File: src/hw/rtl/ssd_pkg.sv
// ssd_pkg: shared types, codes and constants for the servo command decoder
// no dependencies; imported by every module of the block
`timescale 1ns / 1ps

package ssd_pkg;

   // field widths
   localparam int RX_W        = 8;
   localparam int WORD_W      = 16;
   localparam int CMP_W       = 16;
   localparam int ANGLE_W     = 13;
   localparam int SPEED_W     = 14;
   localparam int ADDR_SLOT_W = 2;
   localparam int TEXT_SLOT_W = 4;
   localparam int STEER_LIM_W = 12;
   localparam int SPEED_LIM_W = 13;
   localparam int CSR_IDX_W   = 2;
   localparam int CSR_DATA_W  = 16;
   localparam int PULSE_W     = 8;
   localparam int QUOT_W      = 7;

   // text run length default
   localparam int TEXT_LEN_DEF = 16;

   // configuration register indexes
   localparam logic [CSR_IDX_W-1:0] CSR_STEER_LIMIT = 2'd0;
   localparam logic [CSR_IDX_W-1:0] CSR_SPEED_LIMIT = 2'd1;
   localparam logic [CSR_IDX_W-1:0] CSR_PULSE_BASE  = 2'd2;

   // configuration reset values
   localparam logic [STEER_LIM_W-1:0] STEER_LIMIT_RST = 12'd1850;
   localparam logic [SPEED_LIM_W-1:0] SPEED_LIMIT_RST = 13'd5000;
   localparam logic [CMP_W-1:0]       PULSE_BASE_RST  = 16'd19000;
   localparam logic [CMP_W-1:0]       CMP_RST         = PULSE_BASE_RST - 16'd508;

   // hard clamp ceilings
   localparam logic [STEER_LIM_W-1:0] STEER_MAX = 12'd2700;
   localparam logic [SPEED_LIM_W-1:0] SPEED_MAX = 13'd5080;

   // command bytes accepted while idle
   localparam logic [RX_W-1:0] CMD_STEER_LO = 8'd5;
   localparam logic [RX_W-1:0] CMD_ADDR0    = 8'd6;
   localparam logic [RX_W-1:0] CMD_ADDR1    = 8'd7;
   localparam logic [RX_W-1:0] CMD_ADDR2    = 8'd8;
   localparam logic [RX_W-1:0] CMD_ADDR3    = 8'd9;
   localparam logic [RX_W-1:0] CMD_SPEED_LO = 8'd10;
   localparam logic [RX_W-1:0] CMD_SPEED_HI = 8'd11;
   localparam logic [RX_W-1:0] CMD_TEXT     = 8'd12;
   localparam logic [RX_W-1:0] CMD_STEER_HI = 8'd13;

   // pulse centre
   localparam logic [PULSE_W-1:0] PULSE_MID = 8'd127;

   // steering: floor(n / 2700) as (n * ceil(2^30 / 2700)) >> 30, exact for n <= 345599
   localparam int                     STEER_NUM_W = 19;
   localparam int                     STEER_SHIFT = 30;
   localparam logic [STEER_NUM_W-1:0] STEER_RECIP = 19'd397683;
   localparam logic [STEER_NUM_W-1:0] STEER_ROUND = 19'd2699;

   // speed: floor(n / 40) as (n * ceil(2^18 / 40)) >> 18, exact for n <= 5080
   localparam int                     SPEED_SHIFT = 18;
   localparam logic [SPEED_LIM_W-1:0] SPEED_RECIP = 13'd6554;

   typedef enum logic [3:0] {
      PS_IDLE     = 4'd0,
      PS_STEER_LO = 4'd1,
      PS_STEER_HI = 4'd2,
      PS_SPEED_LO = 4'd3,
      PS_SPEED_HI = 4'd4,
      PS_ADDR0    = 4'd5,
      PS_ADDR1    = 4'd6,
      PS_ADDR2    = 4'd7,
      PS_ADDR3    = 4'd8,
      PS_TEXT     = 4'd9
   } parse_state_type;

   // per-beat events carried down the pipe
   typedef struct packed {
      logic                          steer_update;
      logic                          speed_update;
      logic                          addr_write;
      logic [ADDR_SLOT_W-1:0]        addr_slot;
      logic                          text_write;
      logic [TEXT_SLOT_W-1:0]        text_slot;
      logic [RX_W-1:0]               data_out;
      logic signed [ANGLE_W-1:0]     steer_angle;
      logic signed [SPEED_W-1:0]     speed_value;
   } event_type;

   typedef struct packed {
      event_type                     ev;
      logic                          steer_neg;
      logic [STEER_NUM_W-1:0]        steer_num;
      logic                          speed_neg;
      logic [SPEED_LIM_W-1:0]        speed_mag;
   } scale_in_type;

   typedef struct packed {
      event_type                     ev;
      logic                          steer_neg;
      logic [QUOT_W-1:0]             steer_quot;
      logic                          speed_neg;
      logic [QUOT_W-1:0]             speed_quot;
   } scale_out_type;

endpackage

File: src/hw/rtl/spi_servo_command_decoder.sv
// spi_servo_command_decoder: top level, configuration registers and pipe wiring
// depends on ssd_pkg, ssd_parser, ssd_scaler and ssd_output
`timescale 1ns / 1ps

// usage
// - req channel: one received serial byte per beat (req_rx_byte), taken at a
//   rising edge with req_valid high and req_stall low
// - rsp channel: exactly one result beat per request beat, in order; carries
//   the held steering and speed compare values, update flags, the held clamped
//   words and the address or text write event for that byte
// - csr port: csr_write_en with csr_index and csr_write_data writes one of
//   steer_limit, speed_limit, pulse_base; indexes past the list are dropped;
//   write only while the pipe is empty
// - pipe: a byte taken is registered in the parser, then in the scaler, then in
//   the result register, from which it is shown on the rsp channel
// - throughput: one byte per cycle while rsp_stall stays low; each of the three
//   register stages (parser, reciprocal multiply, compare and result register)
//   takes a new beat in the cycle it hands one on
// - stall: a stalled result holds; the upstream stages keep filling any empty
//   slot, so up to two more bytes are taken before req_stall rises
// - reset: parser idle, words and text position cleared, both compare values
//   at pulse_base reset minus 508, limits and base back to their reset values,
//   no result pending
module spi_servo_command_decoder #(
   parameter int TEXT_LEN = ssd_pkg::TEXT_LEN_DEF
) (
   input  logic                                  clock,
   input  logic                                  reset,
   // request beats
   input  logic                                  req_valid,
   output logic                                  req_stall,
   input  logic [ssd_pkg::RX_W-1:0]              req_rx_byte,
   // result beats
   output logic                                  rsp_valid,
   input  logic                                  rsp_stall,
   output logic [ssd_pkg::CMP_W-1:0]             rsp_steer_compare,
   output logic [ssd_pkg::CMP_W-1:0]             rsp_speed_compare,
   output logic                                  rsp_steer_update,
   output logic                                  rsp_speed_update,
   output logic signed [ssd_pkg::ANGLE_W-1:0]    rsp_steer_angle,
   output logic signed [ssd_pkg::SPEED_W-1:0]    rsp_speed_value,
   output logic                                  rsp_addr_write,
   output logic [ssd_pkg::ADDR_SLOT_W-1:0]       rsp_addr_slot,
   output logic                                  rsp_text_write,
   output logic [ssd_pkg::TEXT_SLOT_W-1:0]       rsp_text_slot,
   output logic [ssd_pkg::RX_W-1:0]              rsp_data_out,
   // configuration writes
   input  logic                                  csr_write_en,
   input  logic [ssd_pkg::CSR_IDX_W-1:0]         csr_index,
   input  logic [ssd_pkg::CSR_DATA_W-1:0]        csr_write_data
);
   import ssd_pkg::*;

   logic [STEER_LIM_W-1:0]  steer_limit_ff;
   logic [SPEED_LIM_W-1:0]  speed_limit_ff;
   logic [CMP_W-1:0]        pulse_base_ff;

   logic                    parse_ready, scale_ready, out_ready;
   logic                    parse_valid, scale_valid;
   scale_in_type            parse_data;
   scale_out_type           scale_data;
   logic                    req_fire;

   // configuration registers, each truncated to its own width
   always_ff @(posedge clock) begin
      if (reset) begin
         steer_limit_ff <= STEER_LIMIT_RST;
         speed_limit_ff <= SPEED_LIMIT_RST;
         pulse_base_ff  <= PULSE_BASE_RST;
      end else if (csr_write_en) begin
         unique case (csr_index)
            CSR_STEER_LIMIT: steer_limit_ff <= csr_write_data[STEER_LIM_W-1:0];
            CSR_SPEED_LIMIT: speed_limit_ff <= csr_write_data[SPEED_LIM_W-1:0];
            CSR_PULSE_BASE:  pulse_base_ff  <= csr_write_data[CMP_W-1:0];
            default: begin
            end
         endcase
      end
   end

   // a beat enters whenever the parser stage has room
   assign req_stall = !parse_ready;
   assign req_fire  = req_valid && parse_ready;

   ssd_parser #(
      .TEXT_LEN    (TEXT_LEN)
   ) u_parser (
      .clock       (clock),
      .reset       (reset),
      .beat_fire   (req_fire),
      .rx_byte     (req_rx_byte),
      .steer_limit (steer_limit_ff),
      .speed_limit (speed_limit_ff),
      .dn_ready    (scale_ready),
      .up_ready    (parse_ready),
      .stage_valid (parse_valid),
      .stage_data  (parse_data)
   );

   ssd_scaler u_scaler (
      .clock       (clock),
      .reset       (reset),
      .up_valid    (parse_valid),
      .up_data     (parse_data),
      .dn_ready    (out_ready),
      .up_ready    (scale_ready),
      .stage_valid (scale_valid),
      .stage_data  (scale_data)
   );

   ssd_output u_output (
      .clock             (clock),
      .reset             (reset),
      .up_valid          (scale_valid),
      .up_data           (scale_data),
      .pulse_base        (pulse_base_ff),
      .up_ready          (out_ready),
      .rsp_valid         (rsp_valid),
      .rsp_stall         (rsp_stall),
      .rsp_steer_compare (rsp_steer_compare),
      .rsp_speed_compare (rsp_speed_compare),
      .rsp_steer_update  (rsp_steer_update),
      .rsp_speed_update  (rsp_speed_update),
      .rsp_steer_angle   (rsp_steer_angle),
      .rsp_speed_value   (rsp_speed_value),
      .rsp_addr_write    (rsp_addr_write),
      .rsp_addr_slot     (rsp_addr_slot),
      .rsp_text_write    (rsp_text_write),
      .rsp_text_slot     (rsp_text_slot),
      .rsp_data_out      (rsp_data_out)
   );

endmodule

File: src/hw/rtl/ssd_parser.sv
// ssd_parser: byte parser state machine, word assembly and clamping
// first pipe stage; depends on ssd_pkg
`timescale 1ns / 1ps

module ssd_parser #(
   parameter int TEXT_LEN = ssd_pkg::TEXT_LEN_DEF
) (
   input  logic                              clock,
   input  logic                              reset,
   input  logic                              beat_fire,
   input  logic [ssd_pkg::RX_W-1:0]          rx_byte,
   input  logic [ssd_pkg::STEER_LIM_W-1:0]   steer_limit,
   input  logic [ssd_pkg::SPEED_LIM_W-1:0]   speed_limit,
   input  logic                              dn_ready,
   output logic                              up_ready,
   output logic                              stage_valid,
   output ssd_pkg::scale_in_type             stage_data
);
   import ssd_pkg::*;

   localparam logic [TEXT_SLOT_W:0] TEXT_LEN_V = (TEXT_SLOT_W+1)'(TEXT_LEN);

   parse_state_type           state_ff, state_in;
   logic [WORD_W-1:0]         steer_word_ff, steer_word_in;
   logic [WORD_W-1:0]         speed_word_ff, speed_word_in;
   logic [TEXT_SLOT_W-1:0]    text_pos_ff, text_pos_in;
   logic                      stage_valid_ff;
   scale_in_type              stage_data_ff, stage_data_in;

   logic [STEER_LIM_W-1:0]    steer_lim;
   logic [SPEED_LIM_W-1:0]    speed_lim;
   logic signed [WORD_W-1:0]  steer_raw, steer_lim_s, steer_clamp, steer_abs;
   logic signed [WORD_W-1:0]  speed_raw, speed_lim_s, speed_clamp, speed_abs;
   logic [STEER_NUM_W-1:0]    steer_prod127;
   logic [TEXT_SLOT_W:0]      text_pos_inc;
   logic                      text_last;

   // clamp path for a completed word
   always_comb begin
      steer_lim   = (steer_limit > STEER_MAX) ? STEER_MAX : steer_limit;
      speed_lim   = (speed_limit > SPEED_MAX) ? SPEED_MAX : speed_limit;
      steer_lim_s = signed'({{(WORD_W-STEER_LIM_W){1'b0}}, steer_lim});
      speed_lim_s = signed'({{(WORD_W-SPEED_LIM_W){1'b0}}, speed_lim});
      steer_raw   = signed'({rx_byte | steer_word_ff[WORD_W-1:RX_W], steer_word_ff[RX_W-1:0]});
      speed_raw   = signed'({rx_byte | speed_word_ff[WORD_W-1:RX_W], speed_word_ff[RX_W-1:0]});
      if (steer_raw > steer_lim_s) begin
         steer_clamp = steer_lim_s;
      end else if (steer_raw < -steer_lim_s) begin
         steer_clamp = -steer_lim_s;
      end else begin
         steer_clamp = steer_raw;
      end
      if (speed_raw > speed_lim_s) begin
         speed_clamp = speed_lim_s;
      end else if (speed_raw < -speed_lim_s) begin
         speed_clamp = -speed_lim_s;
      end else begin
         speed_clamp = speed_raw;
      end
      steer_abs     = steer_clamp[WORD_W-1] ? -steer_clamp : steer_clamp;
      speed_abs     = speed_clamp[WORD_W-1] ? -speed_clamp : speed_clamp;
      // magnitude times 127 as a shift and subtract
      steer_prod127 = {steer_abs[STEER_LIM_W-1:0], 7'b0}
                    - {7'b0, steer_abs[STEER_LIM_W-1:0]};
      text_pos_inc  = {1'b0, text_pos_ff} + 1'b1;
      text_last     = (text_pos_inc >= TEXT_LEN_V);
   end

   // next state
   always_comb begin
      state_in = PS_IDLE;
      unique case (state_ff)
         PS_TEXT: begin
            state_in = text_last ? PS_IDLE : PS_TEXT;
         end
         PS_STEER_LO, PS_STEER_HI, PS_SPEED_LO, PS_SPEED_HI,
         PS_ADDR0, PS_ADDR1, PS_ADDR2, PS_ADDR3: begin
            state_in = PS_IDLE;
         end
         default: begin
            priority if (rx_byte == CMD_STEER_LO) state_in = PS_STEER_LO;
            else if (rx_byte == CMD_STEER_HI)     state_in = PS_STEER_HI;
            else if (rx_byte == CMD_SPEED_LO)     state_in = PS_SPEED_LO;
            else if (rx_byte == CMD_SPEED_HI)     state_in = PS_SPEED_HI;
            else if (rx_byte == CMD_ADDR0)        state_in = PS_ADDR0;
            else if (rx_byte == CMD_ADDR1)        state_in = PS_ADDR1;
            else if (rx_byte == CMD_ADDR2)        state_in = PS_ADDR2;
            else if (rx_byte == CMD_ADDR3)        state_in = PS_ADDR3;
            else if (rx_byte == CMD_TEXT)         state_in = PS_TEXT;
            else                                  state_in = PS_IDLE;
         end
      endcase
   end

   // outputs of the parser per beat
   always_comb begin
      steer_word_in = steer_word_ff;
      speed_word_in = speed_word_ff;
      text_pos_in   = text_pos_ff;
      stage_data_in = '0;
      stage_data_in.ev.steer_angle = steer_clamp[ANGLE_W-1:0];
      stage_data_in.ev.speed_value = speed_clamp[SPEED_W-1:0];
      stage_data_in.steer_neg = steer_clamp[WORD_W-1];
      stage_data_in.steer_num = steer_clamp[WORD_W-1] ? steer_prod127 + STEER_ROUND
                                                      : steer_prod127;
      stage_data_in.speed_neg = speed_clamp[WORD_W-1];
      stage_data_in.speed_mag = speed_abs[SPEED_LIM_W-1:0];
      unique case (state_ff)
         PS_STEER_LO: begin
            steer_word_in = {{(WORD_W-RX_W){1'b0}}, rx_byte};
         end
         PS_STEER_HI: begin
            steer_word_in = steer_clamp;
            stage_data_in.ev.steer_update = 1'b1;
         end
         PS_SPEED_LO: begin
            speed_word_in = {{(WORD_W-RX_W){1'b0}}, rx_byte};
         end
         PS_SPEED_HI: begin
            speed_word_in = speed_clamp;
            stage_data_in.ev.speed_update = 1'b1;
         end
         PS_ADDR0: begin
            stage_data_in.ev.addr_write = 1'b1;
            stage_data_in.ev.addr_slot  = 2'd0;
            stage_data_in.ev.data_out   = rx_byte;
         end
         PS_ADDR1: begin
            stage_data_in.ev.addr_write = 1'b1;
            stage_data_in.ev.addr_slot  = 2'd1;
            stage_data_in.ev.data_out   = rx_byte;
         end
         PS_ADDR2: begin
            stage_data_in.ev.addr_write = 1'b1;
            stage_data_in.ev.addr_slot  = 2'd2;
            stage_data_in.ev.data_out   = rx_byte;
         end
         PS_ADDR3: begin
            stage_data_in.ev.addr_write = 1'b1;
            stage_data_in.ev.addr_slot  = 2'd3;
            stage_data_in.ev.data_out   = rx_byte;
         end
         PS_TEXT: begin
            stage_data_in.ev.text_write = 1'b1;
            stage_data_in.ev.text_slot  = text_pos_ff;
            stage_data_in.ev.data_out   = rx_byte;
            text_pos_in = text_last ? '0 : text_pos_inc[TEXT_SLOT_W-1:0];
         end
         default: begin
         end
      endcase
   end

   assign up_ready = !stage_valid_ff || dn_ready;

   always_ff @(posedge clock) begin
      if (reset) begin
         state_ff       <= PS_IDLE;
         steer_word_ff  <= '0;
         speed_word_ff  <= '0;
         text_pos_ff    <= '0;
         stage_valid_ff <= 1'b0;
      end else begin
         if (beat_fire) begin
            state_ff      <= state_in;
            steer_word_ff <= steer_word_in;
            speed_word_ff <= speed_word_in;
            text_pos_ff   <= text_pos_in;
         end
         if (up_ready) begin
            stage_valid_ff <= beat_fire;
         end
      end
   end

   always_ff @(posedge clock) begin
      if (beat_fire) begin
         stage_data_ff <= stage_data_in;
      end
   end

   assign stage_valid = stage_valid_ff;
   assign stage_data  = stage_data_ff;

endmodule

File: src/hw/rtl/ssd_scaler.sv
// ssd_scaler: reciprocal multiply stage for the steering and speed quotients
// second pipe stage; depends on ssd_pkg
`timescale 1ns / 1ps

module ssd_scaler (
   input  logic                    clock,
   input  logic                    reset,
   input  logic                    up_valid,
   input  ssd_pkg::scale_in_type   up_data,
   input  logic                    dn_ready,
   output logic                    up_ready,
   output logic                    stage_valid,
   output ssd_pkg::scale_out_type  stage_data
);
   import ssd_pkg::*;

   logic [2*STEER_NUM_W-1:0]  steer_prod;
   logic [2*SPEED_LIM_W-1:0]  speed_prod;
   scale_out_type             stage_data_ff, stage_data_in;
   logic                      stage_valid_ff;

   always_comb begin
      steer_prod = up_data.steer_num * STEER_RECIP;
      speed_prod = up_data.speed_mag * SPEED_RECIP;
      stage_data_in.ev         = up_data.ev;
      stage_data_in.steer_neg  = up_data.steer_neg;
      stage_data_in.steer_quot = steer_prod[STEER_SHIFT +: QUOT_W];
      stage_data_in.speed_neg  = up_data.speed_neg;
      stage_data_in.speed_quot = speed_prod[SPEED_SHIFT +: QUOT_W];
   end

   assign up_ready = !stage_valid_ff || dn_ready;

   always_ff @(posedge clock) begin
      if (reset) begin
         stage_valid_ff <= 1'b0;
      end else if (up_ready) begin
         stage_valid_ff <= up_valid;
      end
   end

   always_ff @(posedge clock) begin
      if (up_ready && up_valid) begin
         stage_data_ff <= stage_data_in;
      end
   end

   assign stage_valid = stage_valid_ff;
   assign stage_data  = stage_data_ff;

endmodule

File: src/hw/rtl/ssd_output.sv
// ssd_output: pulse value, compare calculation and the result register
// last pipe stage, also holds the compare and clamped values; depends on ssd_pkg
`timescale 1ns / 1ps

module ssd_output (
   input  logic                                  clock,
   input  logic                                  reset,
   input  logic                                  up_valid,
   input  ssd_pkg::scale_out_type                up_data,
   input  logic [ssd_pkg::CMP_W-1:0]             pulse_base,
   output logic                                  up_ready,
   output logic                                  rsp_valid,
   input  logic                                  rsp_stall,
   output logic [ssd_pkg::CMP_W-1:0]             rsp_steer_compare,
   output logic [ssd_pkg::CMP_W-1:0]             rsp_speed_compare,
   output logic                                  rsp_steer_update,
   output logic                                  rsp_speed_update,
   output logic signed [ssd_pkg::ANGLE_W-1:0]    rsp_steer_angle,
   output logic signed [ssd_pkg::SPEED_W-1:0]    rsp_speed_value,
   output logic                                  rsp_addr_write,
   output logic [ssd_pkg::ADDR_SLOT_W-1:0]       rsp_addr_slot,
   output logic                                  rsp_text_write,
   output logic [ssd_pkg::TEXT_SLOT_W-1:0]       rsp_text_slot,
   output logic [ssd_pkg::RX_W-1:0]              rsp_data_out
);
   import ssd_pkg::*;

   logic [PULSE_W-1:0]         steer_pulse, speed_pulse;
   logic [CMP_W-1:0]           steer_cmp_new, speed_cmp_new;
   logic                       load;

   logic                       rsp_valid_ff;
   logic [CMP_W-1:0]           steer_cmp_ff, speed_cmp_ff;
   logic signed [ANGLE_W-1:0]  steer_angle_ff;
   logic signed [SPEED_W-1:0]  speed_value_ff;
   event_type                  ev_ff;

   always_comb begin
      steer_pulse = up_data.steer_neg ? PULSE_MID - {1'b0, up_data.steer_quot}
                                      : PULSE_MID + {1'b0, up_data.steer_quot};
      speed_pulse = up_data.speed_neg ? PULSE_MID - {1'b0, up_data.speed_quot}
                                      : PULSE_MID + {1'b0, up_data.speed_quot};
      // wraps modulo 2^16 for a small base
      steer_cmp_new = pulse_base - {{(CMP_W-PULSE_W-2){1'b0}}, steer_pulse, 2'b00};
      speed_cmp_new = pulse_base - {{(CMP_W-PULSE_W-2){1'b0}}, speed_pulse, 2'b00};
   end

   assign up_ready = !rsp_valid_ff || !rsp_stall;
   assign load     = up_ready && up_valid;

   always_ff @(posedge clock) begin
      if (reset) begin
         rsp_valid_ff   <= 1'b0;
         steer_cmp_ff   <= CMP_RST;
         speed_cmp_ff   <= CMP_RST;
         steer_angle_ff <= '0;
         speed_value_ff <= '0;
      end else begin
         if (up_ready) begin
            rsp_valid_ff <= up_valid;
         end
         if (load && up_data.ev.steer_update) begin
            steer_cmp_ff   <= steer_cmp_new;
            steer_angle_ff <= up_data.ev.steer_angle;
         end
         if (load && up_data.ev.speed_update) begin
            speed_cmp_ff   <= speed_cmp_new;
            speed_value_ff <= up_data.ev.speed_value;
         end
      end
   end

   always_ff @(posedge clock) begin
      if (load) begin
         ev_ff <= up_data.ev;
      end
   end

   assign rsp_valid         = rsp_valid_ff;
   assign rsp_steer_compare = steer_cmp_ff;
   assign rsp_speed_compare = speed_cmp_ff;
   assign rsp_steer_update  = ev_ff.steer_update;
   assign rsp_speed_update  = ev_ff.speed_update;
   assign rsp_steer_angle   = steer_angle_ff;
   assign rsp_speed_value   = speed_value_ff;
   assign rsp_addr_write    = ev_ff.addr_write;
   assign rsp_addr_slot     = ev_ff.addr_slot;
   assign rsp_text_write    = ev_ff.text_write;
   assign rsp_text_slot     = ev_ff.text_slot;
   assign rsp_data_out      = ev_ff.data_out;

endmodule
File: config.mk
export PLATFORM = sky130hd
export DESIGN_NAME = spi_servo_command_decoder
export DESIGN_NICKNAME = d
export VERILOG_FILES = /design/src/hw/rtl/ssd_pkg.sv /design/src/hw/rtl/spi_servo_command_decoder.sv /design/src/hw/rtl/ssd_parser.sv /design/src/hw/rtl/ssd_scaler.sv /design/src/hw/rtl/ssd_output.sv
export SDC_FILE = /design/constraint.sdc
export NUM_CORES = 1
export LEC_CHECK = 0
export BUFFER_PORTS_ARGS = -buffer_cell sky130_fd_sc_hd__clkbuf_2
export CORE_UTILIZATION = 44
export DETAILED_ROUTE_END_ITERATION = 16
export PLACE_DENSITY = 0.57
export SKIP_CTS_REPAIR_TIMING = 1
export SLEW_MARGIN = 20
export SYNTH_ARGS = -nofsm -noshare
export SYNTH_HDL_FRONTEND = slang
export SYNTH_HIERARCHICAL = 1
export SYNTH_SLANG_ARGS = --single-unit
File: constraint.sdc
create_clock -name clock -period 14.45 [get_ports clock]
set_clock_uncertainty 0.1 [all_clocks]
set_input_delay 0 -clock clock [delete_from_list [all_inputs] [get_ports clock]]
set_output_delay 0 -clock clock [all_outputs]
set_load 0.03 [all_outputs]
==> run_results.csv, run 1 <==
group,metric,value,unit
timing,setup_ws,4.792,ns
timing,slew_headroom,27.96,%
logic_synthesis,synthCells,2519,
timing,timing.final.crit_share,66.84,%
timing,hold_viol,0,
run_status,outcome,"finished clean",
layout,antenna_cells,0,
worst_setup_path,cp.arrival,9.85,ns
detailed_routing,drt_iter0_drc,1037,
logic_synthesis,synth_area,24480,sq um
detailed_routing,antenna_left,0,
clock_tree,cts_max_level,2,
worst_setup_path,startpoint_type,"flip-flop",
hold_path,hp-class,"input port to flip-flop",
clock_tree,clock_path_buffers,3,
worst_setup_path,max_stage_delay,0.58,ns
detailed_routing,vias,18370,
die,core_area,54990,sq um
layout,drive_gt1_share,9.406,%
clock_tree,clockRootBuffer,"clkbuf_16",
worst_setup_path,slowest_stage,"dfxtp_1",
clock_tree,cts_buffers,36,
layout,final_nets,3149,
detailed_routing,firstDrtPassIters,5,
placement,port_buffers,109,
timing,min_period,9.658,ns
layout,seq_area,7577,sq um
die,ioPinCount,110,
grt,antenna_found_initial,0,
logic_synthesis,synth-edff-count,157,
logic_synthesis,yosys-top-cells-count,"ha_1 (347), inv_1 (340), nand2_1 (198)",
worst_setup_path,cp-end-kind,"flip-flop",
timing,tightest_slew,1.081,ns
placement,dpl.hpwl,49.94,mm
logic_synthesis,synth_top_area_share,19.26,%
layout,multiInputGateArea,15240,sq um
worst_setup_path,reg2regPathDepth,35,
logic_synthesis,ys_seq_elements,300,
timing,timing.fmax,103.5,MHz
logic_synthesis,yosys.cell_count.top_type,"ha_1",
detailed_routing,wire_per_inst,18.76,microns
placement,dp_slack,4.900,ns
die,placementRows,86,
grt,grt_pass1_wl,99.78,mm
layout,utilization,49.52,%
grt,grt_max_degree,108,
hold_path,hold_path_depth,4,
timing,drv_slew,0,
logic_synthesis,synth_fp_nets,3038,
clock_tree,cts_tree,"built",
clock_tree,clkSinkCount,300,
worst_setup_path,cp_max_fo,18,
logic_synthesis,ys_warn_count,6,
worst_setup_path,path_class,"flip-flop to flip-flop",
timing,finalSetupViolations,0,
clock_tree,clk-insertion-delay-late,0.58,ns
logic_synthesis,async_flop_share,0,%
logic_synthesis,synth.yosys.seq_area_share,30.95,%
worst_setup_path,critPathRequiredTime,14.64,ns
grt,grtUsageTotal,22.73,%
placement,place_congestion,0.8914,
logic_synthesis,synthTopCellsByArea,"edfxtp_1 (19%), ha_1 (18%), dfxtp_1 (12%)",
detailed_routing,drcViolationCount,0,
die,die_w,237.9,microns
detailed_routing,via_per_inst,5.393,
die,die_h,237.9,microns
grt,grt_pass1_vias,17960,
logic_synthesis,postSynthAreaPerCell,9.718,sq um
job,maxCapViolCount,0,
logic_synthesis,synth_top_cell_by_area,"edfxtp_1",
timing,finalSetupTns,0,ns
detailed_routing,routed_wl,63.91,mm
layout,num-fill-cells,5143,
logic_synthesis,synth_cell_types,108,
layout,area_growth_syn_to_layout,11.23,%
logic_synthesis,synth_ff_type,"edfxtp_1",
timing,grt_setup_unrepaired,"false",
clock_tree,clkTransAtPathRegs,0.06,ns
grt,overflow,0,
timing,hold-worst-slack,0.1565,ns
die,dieArea,56580,sq um
die,start_util,44.52,%
==> metrics by stage <==
| stage | cells | cell area, sq um |
|---|---|---|
| finish | 3406 | 27230 |
| CTS | 3372 | 26890 |
| floorplan | 2519 | 24480 |
| detailed placement | 3306 | 25680 |
| global placement | 3306 | 25680 |
| global route | 3406 | 27230 |
==> sequential cells by signal, indices dropped and copies added, names as in the netlist, 2 cells and up <==
register / count
u_parser/state_ff: 4
u_output/rsp_text_slot: 4
speed_limit_ff: 13
u_output/rsp_steer_compare: 16
steer_limit_ff: 12
pulse_base_ff: 16
u_output/rsp_speed_value: 14
u_scaler/stage_data: 61
u_parser/steer_word_ff: 16
u_output/rsp_addr_slot: 2
u_parser/stage_data: 78
u_output/rsp_speed_compare: 16
u_parser/text_pos_ff: 4
u_output/rsp_steer_angle: 13
u_output/rsp_data_out: 8
u_parser/speed_word_ff: 16
==> metal layers <==
layer  track usage (%)  up-vias  wire length, microns
li1                  -     8952                     -
met1             32.08     8937                 30610
met2             36.00      401                 28620
met3             2.869       80                  2914
met4             7.566        0                  1767
met5                 0        -                     0
==> path summary, 6_finish.rpt <==
| check | startpoint | to | slack (ns) |
|---|---|---|---|
| setup / recovery | steer_limit_ff[9] | u_parser/stage_data[32] | 4.79 |
| hold / removal | csr_write_data[13] | pulse_base_ff[13] | 0.16 |
| setup reg to reg | steer_limit_ff[9] | u_parser/stage_data[32] | 4.79 |
| hold reg to reg | u_parser/stage_data[45] | u_scaler/stage_data[27] | 0.30 |
==> worst max-delay path, delay by kind of cell, from the launching register on <==
| family | cells | cell delay (ns) |
|---|---|---|
| AOI/OAI and AO/OA | 8 | 2.57 |
| adders and majority gates | 4 | 1.25 |
| xor gates and xnor gates | 3 | 0.54 |
| and+or+nand+nor | 17 | 3.68 |
| DFF | 1 | 0.58 |
| buffers and inverters | 2 | 0.24 |
| muxes | 1 | 0.45 |
==> logic make-up (layout without fill, tap and decap cells) <==
| group | Yosys count | after routing | share of synthesized area [%] |
|---|---|---|---|
| flops | 300 | 300 | 30.95 |
| xor+xnor | 107 | 107 | 3.890 |
| fa+ha+maj | 488 | 488 | 29.27 |
| buf+inv | 427 | 566 | 6.834 |
| mux | 51 | 51 | 2.147 |
| simple gates | 687 | 687 | 13.93 |
| compound gates | 459 | 459 | 12.98 |
==> layout by cell type, fill, tap and decap left out, types with 18 or more instances in the layout <==
| cell | instances |
|---|---|
| nand2b_1 | 54 |
| nand3_1 | 42 |
| and2_1 | 22 |
| nand4_1 | 19 |
| and3_1 | 18 |
| edfxtp_1 | 157 |
| fa_1 | 141 |
| xnor2_1 | 63 |
| a21o_1 | 25 |
| o21ai_0 | 78 |
| o21a_1 | 26 |
| nand2_1 | 198 |
| clkbuf_2 | 108 |
| inv_1 | 340 |
| dfxtp_1 | 143 |
| a31oi_1 | 23 |
| xor2_1 | 42 |
| mux2i_1 | 44 |
| nor2_1 | 177 |
| nor3_1 | 41 |
| dlygate4sd3_1 | 34 |
| clkbuf_16 | 37 |
| a21oi_1 | 130 |
| o211ai_1 | 28 |
| a22oi_1 | 18 |
| ha_1 | 347 |
==> area by class of cell <==
type                       count  share of cell area (%)
clock buffer                  49                   3.676
inverter                     345                   4.756
timing repair buffer         155                   3.593
tap                          748                   3.437
sequential                   300                   27.83
multi-input combinational   1792                   55.96
clock inverter                17                  0.7490
Power of run 1 is not shown: default switching activity piles up to over one toggle a cycle in this logic, so the estimate is an artifact.
==> inputs of run 2 (changes only) <==
--- a/config.mk
+++ b/config.mk
@@ -5,10 +5,11 @@
 export SDC_FILE = /design/constraint.sdc
 export NUM_CORES = 1
 export LEC_CHECK = 0
+export ABC_AREA = 1
 export BUFFER_PORTS_ARGS = -buffer_cell sky130_fd_sc_hd__clkbuf_2
 export CORE_UTILIZATION = 44
 export DETAILED_ROUTE_END_ITERATION = 16
-export PLACE_DENSITY = 0.57
+export PLACE_DENSITY = 0.59
 export SKIP_CTS_REPAIR_TIMING = 1
 export SLEW_MARGIN = 20
 export SYNTH_ARGS = -nofsm -noshare
==> constraint.sdc (replaced) <==
create_clock -name clock -period 8 [get_ports clock]
set_clock_uncertainty 0.1 [all_clocks]
set_input_delay 0 -clock clock [delete_from_list [all_inputs] [get_ports clock]]
set_output_delay 0 -clock clock [all_outputs]
set_load 0.03 [all_outputs]
==> run 2 against run 1 <==
  * First-iteration DRC count grew 17%
  * Synthesized cell count grew 27%
  * Final cell count grew 21%
  * Worst hold slack lost 0.12 ns
  * Area after synthesis grew 5.6%
  * Setup slack lost 4.0 ns
  * Critical path depth grew 10
  * Core utilization shrank 0.13 points
  * Cell area grew 5.1%
  * Flip-flop and latch count is the same
  * Non-clock buffer count shrank 12
  * Global-route usage shrank 0.17 points
==> run_results.csv, run 2 <==
group,metric,value,unit
layout,area_growth_syn_to_layout,10.61,%
layout,layout_common_cells,"nand2_1 (701), inv_1 (619), ha_1 (347), nor2_1 (220), a21oi_1 (199)",
clock_tree,clockRootBuffer,"clkbuf_16",
timing,slew_headroom,28.95,%
timing,hold_viol,0,
die,die_h,244.4,microns
grt,overflow,0,
layout,utilization,49.39,%
die,core_area,57920,sq um
layout,final_common_cell,"nand2_1",
clock_tree,clkSinkCount,300,
logic_synthesis,synth_cell_types,63,
clock_tree,cts_buffers,36,
die,ioPinCount,110,
worst_setup_path,critPathRequiredTime,8.21,ns
logic_synthesis,synth_top_cell_by_area,"edfxtp_1",
layout,seq_area,7577,sq um
hold_path,hp-class,"input port to flip-flop",
grt,grt_pass1_wl,107.2,mm
detailed_routing,via_per_inst,5.068,
detailed_routing,wire_per_inst,16.28,microns
logic_synthesis,synthCells,3204,
layout,antenna_cells,0,
die,dieArea,59750,sq um
die,die_w,244.4,microns
logic_synthesis,yosys-top-cells-count,"nand2_1 (701), inv_1 (621), ha_1 (347)",
detailed_routing,antenna_left,0,
layout,multiInputGateArea,15530,sq um
timing,grt_setup_unrepaired,"false",
timing,finalSetupViolations,0,
placement,port_buffers,109,
logic_synthesis,postSynthAreaPerCell,8.072,sq um
logic_synthesis,ys_seq_elements,300,
die,placementRows,88,
layout,num-fill-cells,5699,
worst_setup_path,startpoint_type,"flip-flop",
detailed_routing,drt_iter0_drc,1214,
grt,grt_max_degree,52,
timing,drv_slew,0,
logic_synthesis,yosys.cell_count.top_type,"nand2_1",
detailed_routing,firstDrtPassIters,7,
grt,grt_pass1_vias,20290,
logic_synthesis,synthTopCellsByArea,"edfxtp_1 (18%), ha_1 (17%), dfxtp_1 (11%)",
worst_setup_path,worst_path_most_repeated_cell,"nand2_1",
timing,finalSetupTns,0,ns
grt,antenna_found_initial,3,
layout,largest_reg_flops,78,
logic_synthesis,ys_warn_count,6,
logic_synthesis,synth-edff-count,157,
grt,grtUsageTotal,22.56,%
worst_setup_path,path_class,"flip-flop to flip-flop",
placement,place_congestion,0.9065,
clock_tree,clkTransAtPathRegs,0.06,ns
run_status,outcome,"finished clean",
detailed_routing,routed_wl,67.22,mm
worst_setup_path,slowest_stage,"dfxtp_1",
layout,drive_gt1_share,9.991,%
job,maxCapViolCount,0,
worst_setup_path,cp-end-kind,"flip-flop",
worst_setup_path,cp_max_fo,19,
logic_synthesis,synth_area,25860,sq um
timing,timing.fmax,138.8,MHz
clock_tree,clk-insertion-delay-late,0.57,ns
logic_synthesis,async_flop_share,0,%
logic_synthesis,synth_ff_type,"edfxtp_1",
worst_setup_path,cp.arrival,7.42,ns
die,start_util,44.66,%
timing,timing.final.crit_share,90.04,%
detailed_routing,vias,20920,
logic_synthesis,synth_fp_nets,3723,
logic_synthesis,synth.yosys.seq_area_share,29.30,%
clock_tree,clock_path_buffers,3,
placement,dp_slack,0.9319,ns
timing,tightest_slew,1.062,ns
clock_tree,cts_tree,"built",
logic_synthesis,synth_top_area_share,18.23,%
timing,setup_ws,0.7968,ns
clock_tree,cts_max_level,2,
detailed_routing,drcViolationCount,0,
timing,min_period,7.203,ns
placement,dpl.hpwl,53.96,mm
layout,final_nets,3854,
worst_setup_path,max_stage_delay,0.58,ns
[run 2: cell count changes after synthesis, moves of 23 or more]
cell / before / now
mux2i_1: 44 / 0
and2_1: 24 / 1
clkbuf_1: 54 / 21
nand2_2: 0 / 36
nand2_1: 198 / 701
nand3_1: 42 / 158
nand2b_1: 54 / 0
nand4_1: 19 / 44
nor2_1: 177 / 220
a21oi_1: 130 / 200
xnor2_1: 63 / 17
inv_1: 340 / 621
[run 2: metal layers]
layer	wire length [microns]	track usage (%)	part of all wire, %
met1	32630	32.13	49
met5	33	0	0.049
met2	29820	35.84	44
met4	1273	5.625	1.9
met3	3464	3.194	5.2
[run 2: final timing paths]
check        slack, ns                      end  cells past startpoint                     from
max reg2reg       0.80  u_parser/stage_data[31]                     45       steer_limit_ff[11]
min reg2reg       0.32  u_scaler/stage_data[53]                      0  u_parser/stage_data[71]
max               0.80  u_parser/stage_data[31]                     45       steer_limit_ff[11]
min               0.03        speed_limit_ff[7]                      3             csr_write_en
[run 2: cell type report]
type / instances / area share, %
Clock buffer: 52 / 3.713
Clock inverter: 14 / 0.4461
Inverter: 656 / 8.652
Multi-Input combinational cell: 2198 / 54.28
Sequential cell: 300 / 26.49
Tap cell: 765 / 3.346
Timing Repair Buffer: 143 / 3.070
[run 2: logic make-up (layout without fill, tap and decap cells)]
family / Yosys count / count (layout) / share of synthesized area [%]
DFF: 300 / 300 / 29.30
and+or+nand+nor: 1278 / 1278 / 22.24
adders and majority gates: 488 / 488 / 27.70
xor gates and xnor gates: 59 / 59 / 2.129
buffers and inverters: 706 / 865 / 10.73
AOI/OAI and AO/OA: 373 / 373 / 7.910
[run 2: worst max-delay path, delay by kind of cell, from the launching register on]
family | cells | cell delay, ns
xor+xnor | 1 | 0.30
compound gates | 2 | 0.35
buf+inv | 5 | 0.46
flops | 1 | 0.58
simple gates | 33 | 3.98
fa+ha+maj | 4 | 1.20
[run 2: per-stage QoR]
stage                     instances  hold WS, ns  area (sq um)
final                          4128      0.03423         28610
after global routing           4128      0.06711         28610
after CTS                      4098      -0.4263         28310
after detailed placement       4032       0.1759         27120
after global placement         4032       0.1692         27120
after floorplan                3204     -0.03093         25860
Power of run 2 is left out for the same reason.
